==> src/hdl/hcbd_ram.sv <==
`timescale 1ns / 1ps
// ----------------------------------------------------------------------------
// hcbd_ram
// single-port synchronous ram, registered read held between reads
// ----------------------------------------------------------------------------
module hcbd_ram #(
  parameter int unsigned Width = 8,
  parameter int unsigned Depth = 256,
  localparam int unsigned AddrW = $clog2(Depth)
) (
  input  logic             clk_i,
  input  logic             en_i,
  input  logic             we_i,
  input  logic [AddrW-1:0] addr_i,
  input  logic [Width-1:0] wdata_i,
  output logic [Width-1:0] rdata_o
);

  logic [Width-1:0] mem [Depth];
  logic [Width-1:0] rdata_q;

  always_ff @(posedge clk_i) begin
    if (en_i) begin
      if (we_i) begin
        mem[addr_i] <= wdata_i;
      end else begin
        rdata_q <= mem[addr_i];
      end
    end
  end

  assign rdata_o = rdata_q;

endmodule

==> config.mk <==
export PLATFORM = sky130hd
export DESIGN_NAME = hcbd_ram
export DESIGN_NICKNAME = d
export VERILOG_FILES = /design/src/hdl/hcbd_ram.sv
export SDC_FILE = /design/constraint.sdc
export NUM_CORES = 2
export LEC_CHECK = 0
export ABC_CLOCK_PERIOD_IN_PS = 4900
export BUFFER_PORTS_ARGS = -buffer_cell sky130_fd_sc_hd__buf_4
export CAP_MARGIN = 25
export CORE_MARGIN = 4
export CORE_UTILIZATION = 35
export DETAILED_ROUTE_END_ITERATION = 10
export PLACE_DENSITY = 0.56
export RECOVER_POWER = 100
export SKIP_CTS_REPAIR_TIMING = 1
export SKIP_LAST_GASP = 1
export SYNTH_ARGS = -nofsm -noshare
export SYNTH_HDL_FRONTEND = slang
export SYNTH_SLANG_ARGS = --single-unit
==> constraint.sdc <==
create_clock -name clk_i -period 4.9 [get_ports clk_i]
set_input_delay 0 -clock clk_i [delete_from_list [all_inputs] [get_ports clk_i]]
set_output_delay 0 -clock clk_i [all_outputs]
set_load 0.005 [all_outputs]
# Yosys cells after proc, flatten, opt, wreduce, memory -nomap -nowiden
# Memory sizes are Yosys's and may differ from the RTL's. A register that Yosys moved wholly into a read port is not among the register bits.
# Index checks and enable logic that the tools add are counted.
# Widths: inputs -> output; s select.
[op_classes]
muxes = 3
bitwise = 1
reduce_logical = 1
[op_table]
columns = ["cell", "count"]
rows = [
  ["$mux 1", 3],
  ["$reduce_and 2->1", 1],
  ["$not 1->1", 1],
]
[word_totals]
regBits = 0
ramBits = 2048
in_bits = 19
out_inout_bits = 8
wordCells = 6
n_memories = 1
[mem_list]
columns = ["memory", "words", "word_bits", "read_ports", "rd_clocked_by_memory_dff", "write_ports", "line", "text"]
rows = [
  ["mem", 256, 8, 1, 1, 1, "19", "logic [Width-1:0] mem [Depth];"],
]

# Longest topological paths before layout
[logic_depth]
word_depth = 3
mapped_depth = 9
depth_no_buf = 5

# Least setup slack after synthesis
# No wires, ideal clock.
[synth_timing]
path_type = "input -> register"
startpoint = "input port addr_i[0]"
endpoint = "memory mem[117][0], enable pin"
setup_ns = 0.370
t_arrival_ns = 1.925
required_ns = 4.530
slack_ns = 2.605
stages = 8
n_path_buf = 5
cell_sequence = "buf_2 > buf_6 > buf_2 > buf_2 > nor3b_1 > nand2_1 > clkbuf_1 > nor2_1"
[synth_lines]
columns = ["item", "line", "text"]
rows = [
  ["start, declared", "14", "input logic [AddrW-1:0] addr_i,"],
  ["end, declared", "19", ""],
]
# Straight into the memory's write port.

# Worst setup path after layout
[layout_timing]
startpoint = "input port wdata_i[5]"
endpoint = "memory mem[220][5], data pin"
[layout_lines]
columns = ["item", "line", "text"]
rows = [
  ["start, declared", "15", "input logic [Width-1:0] wdata_i,"],
]
# Straight into the memory's write port.

==> summary.md <==
| Metric | Value |
|---|---|
| Max incr delay on CP | 2.42 ns |
| Total gr overflow | 0 |
| Net Count, Synth | 3545 |
| Post-layout min period | 3.62 ns |
| Clock input transition at the sequential cells of the worst setup and hold paths | 0.06 ns |
| H-Tree Level Count | 4 |
| Skew-Pair Late Insertion Delay | 0.84 ns |
| Fin Clk Skew | 0.0401 ns |
| HPWL Detailed | 112 mm |
| Average wire length per cell after detail routing | 28.5 microns |
| Data arrival time at the worst-slack endpoint | 3.75 ns |
| Post-Synthesis Mean Instance Area | 22.2 sq um |
| Cell breakdown of the critical path | dlygate4sd3_1 > buf_8 > clkbuf_2 |
| Number of synthesis warnings | 0 |
| Start-to-end type of the worst setup path | in -> reg |
| Setup slack of the most critical reg-to-reg path | 2.10 ns |
| Startpoint of the most critical setup path | wdata_i[5] |
| Ratio of routed vias to standard cells | 5.42 |
| IO Pins | 27 |
| Number of buffers created by CTS | 207 |
| Number of synthesized register bits | 2056 |
| GP Congestion | 0.771 |
| Post-synth top area share | 78.8% |
| Max Fclk | 276 MHz |
| Kind of launch point of the worst setup path | input pin |
| Residual DRC count | 0 |
| Slew at the pin closest to its max-slew limit | 3.79 ns |
| Number of antenna violations at the first check in global routing | 2 |
| TritonCTS sink count | 2056 |
| Die span in y | 481 microns |
| Required time of the worst setup path | 5.03 ns |
| Via count | 37100 |
| Number of buffers on the longest clock path | 3 |
| Slew Limit Headroom | -153% |
| Number of violations reported at the end of detailed-routing iteration 0 | 3646 |
| Leakage power | 26.4 nW |
| Worst hold path startpoint | addr_i[2] |
| Final count of pins violating max slew | 1111 |
| Setup repair after global routing missed its margin | no |
| Timing endpoint of the critical path | mem[220][5]$_DFFE_PP_ |
| Starting density of the core | 35.2% |
| Final worst path period share | 73.8% |
| Library cell occupying the most area in the post-synthesis netlist | edfxtp_1 |
| Inserted Diodes | 0 |
| DIE AREA | 232000 sq um |
| Distinct cell type count after synthesis | 21 |
| R2R Path End | rdata_o[3]$_DFFE_PP_ |
| Crit path buffers/inverters | 3 |
| Power density over cell area | 401 nW/um^2 |
| Worst path top cell family by delay | buffers and inverters |
| Setup violators final | 0 |
| Number of input and output port buffers inserted | 26 |
| Share of synthesized area occupied by flip-flops and latches | 78.8% |
| First-pass GRT wire length | 283 mm |
| Setup slack of the critical path after layout | 1.28 ns |
| Cell area after layout | 88900 sq um |
| Dominant cells by area after synthesis | edfxtp_1, mux4_2, a22oi_1 |
| Number of rows in the core area | 173 |
| Share of final-layout standard cells stronger than drive strength 1 | 23.4% |
| Reg2Reg Launch Point | mem[207][3]$_DFFE_PP_ |
| Net count of the finished layout | 3724 |
| Die X-Extent | 481 microns |
| Worst hold slack across all endpoints | 0.220 ns |
| Drt first pass iters | 5 |
| Violations in the final reports | max-capacitance violations, max-slew violations |
| Clock root cell | clkbuf_16 |
| Final Core Density | 39.9% |
| Antenna Nets Post-Route | 0 |
| Peak supply drop | 0.381 mV |
| Total wire length | 195 mm |
| Count of endpoints failing hold in the final timing report | 0 |
| Post-Synthesis Cells | 3526 |
| Vias in the first global route | 38200 |
| Pre-CTS setup slack | 0.899 ns |
| Critical-path top delay cell | clkbuf_2 |
| Top fanout value on the critical path | 151 |
| Path type of the worst min-delay path | in -> reg |
| Area of placed instances | 82900 sq um |
| Number of cell instances on the worst register-to-register path | 5 |
| Clock tree from TritonCTS | done |
| Result of the run | complete, but fails checks |
| Core Footprint | 223000 sq um |
| Largest net degree at the start of global routing | 185 |
| Depth of the critical timing path with buffers and inverters included | 3 |
| Type of element capturing the critical path | flop |
| Layout overhead on the synthesized area | 13.4% |
| Total standard cell area after synthesis | 78400 sq um |
| Aggregate negative setup slack | 0 ns |
| Max-cap violations | 14 |
| Total routing resource utilization after global routing | 16.8% |
[stage by stage]
step,cells,total power (W)
2_1_floorplan,3526,0.0206
3_3_place_gp,6449,0.0213
3_5_place_dp,6458,0.0214
4_1_cts,6831,0.0359
5_1_grt,6844,0.0368
6_report,6844,0.0356
[sequential cells by signal (all words and copies together), names as in the netlist]
register and cells:
mem 2048, rdata_o 8
[where the power goes]
group	internal, W	switching [W]
sequential	0.0194	0.0000119
combinational	0.000545	0.00103
clock	0.00801	0.00662
[layer usage]
| layer | global-route usage (%) | vias up | wire (microns) |
|---|---|---|---|
| met5 | 0 | - | 0 |
| met4 | 4.93 | 0 | 5200 |
| met3 | 2.74 | 276 | 11800 |
| met2 | 27.1 | 1348 | 95800 |
| met1 | 23.5 | 20100 | 82200 |
| li1 | - | 15300 | - |
[worst register-to-register path: cells and delay by family, from the launching register on]
kind / cells / cell delay, ns
flip-flops: 1 / 0.35
AND/OR/NAND/NOR: 1 / 0.15
multiplexers: 1 / 0.49
AO/OA/AOI/OAI: 3 / 1.52
[cells in the final DEF, fill, tap and decap left out, types with 2 or more instances in the layout]
master         synthesis  routed
edfxtp_1            2056    2056
mux4_2               512     512
nor2_1               259     257
a22oi_1              256     256
clkbuf_16              0     208
clkbuf_1             143     130
a21oi_1              128     128
buf_4                 11      58
clkinv_1               0      51
clkinv_2               0      44
o41ai_1               32      30
nand2_1               30      24
buf_12                 0      23
dlygate4sd3_1          0      11
clkbuf_2               0       9
nand4_1                8       8
clkinv_8               0       7
nand2_2                0       6
nor2b_1                7       5
clkinvlp_4             0       5
buf_2                 41       5
nand3_1                4       4
clkinv_16              0       4
bufinv_16              0       4
buf_8                  0       3
nor2b_4                0       2
nand2b_2               0       2
o41ai_2                0       2
nor3b_1                2       2
inv_6                  0       2
clkbuf_4               0       2
[synth_stat cells (all sizes together)]
library cell and n:
edfxtp 2056, buf 82, nor2 259, clkbuf 143
a21oi 128, and2 2, nor2b 7, nand2 30
nand3 4, or2 1, nor3 1, nand4 8
a22oi 256, nand2b 2, o41ai 32, mux4 512
and4 1, nor3b 2
[cell families (layout without fill, tap and decap cells)]
| kind of cell | Yosys count | count (layout) | synth area share [%] |
|---|---|---|---|
| AO/OA/AOI/OAI | 416 | 416 | 3.63 |
| flip-flops | 2056 | 2056 | 78.8 |
| multiplexers | 512 | 512 | 14.7 |
| AND/OR/NAND/NOR | 317 | 317 | 1.61 |
| buffers and inverters | 225 | 568 | 1.28 |
[worst min-delay path by stage]
stage | end | cells after the start | slack, ns
after floorplan | mem[0][0]$_DFFE_PP_ | 0 | 0.1
after global placement | mem[115][4]$_DFFE_PP_ | 1 | 0.50
after detailed placement | rdata_o[1]$_DFFE_PP_ | 2 | 0.42
after CTS | rdata_o[1]$_DFFE_PP_ | 2 | -0.49
after global routing | mem[57][4]$_DFFE_PP_ | 4 | 0.20
final | mem[41][3]$_DFFE_PP_ | 4 | 0.22
[layout make-up]
class | count | area (sq um)
Tap cell | 2975 | 3720
Clock inverter | 118 | 841
Clock buffer | 255 | 5380
Sequential cell | 2056 | 61700
Fill cell | 19700 | 134000
Timing Repair Buffer | 195 | 1480
Multi-Input combinational cell | 1245 | 15700
Note: power is estimated with default switching activity, not from simulation.
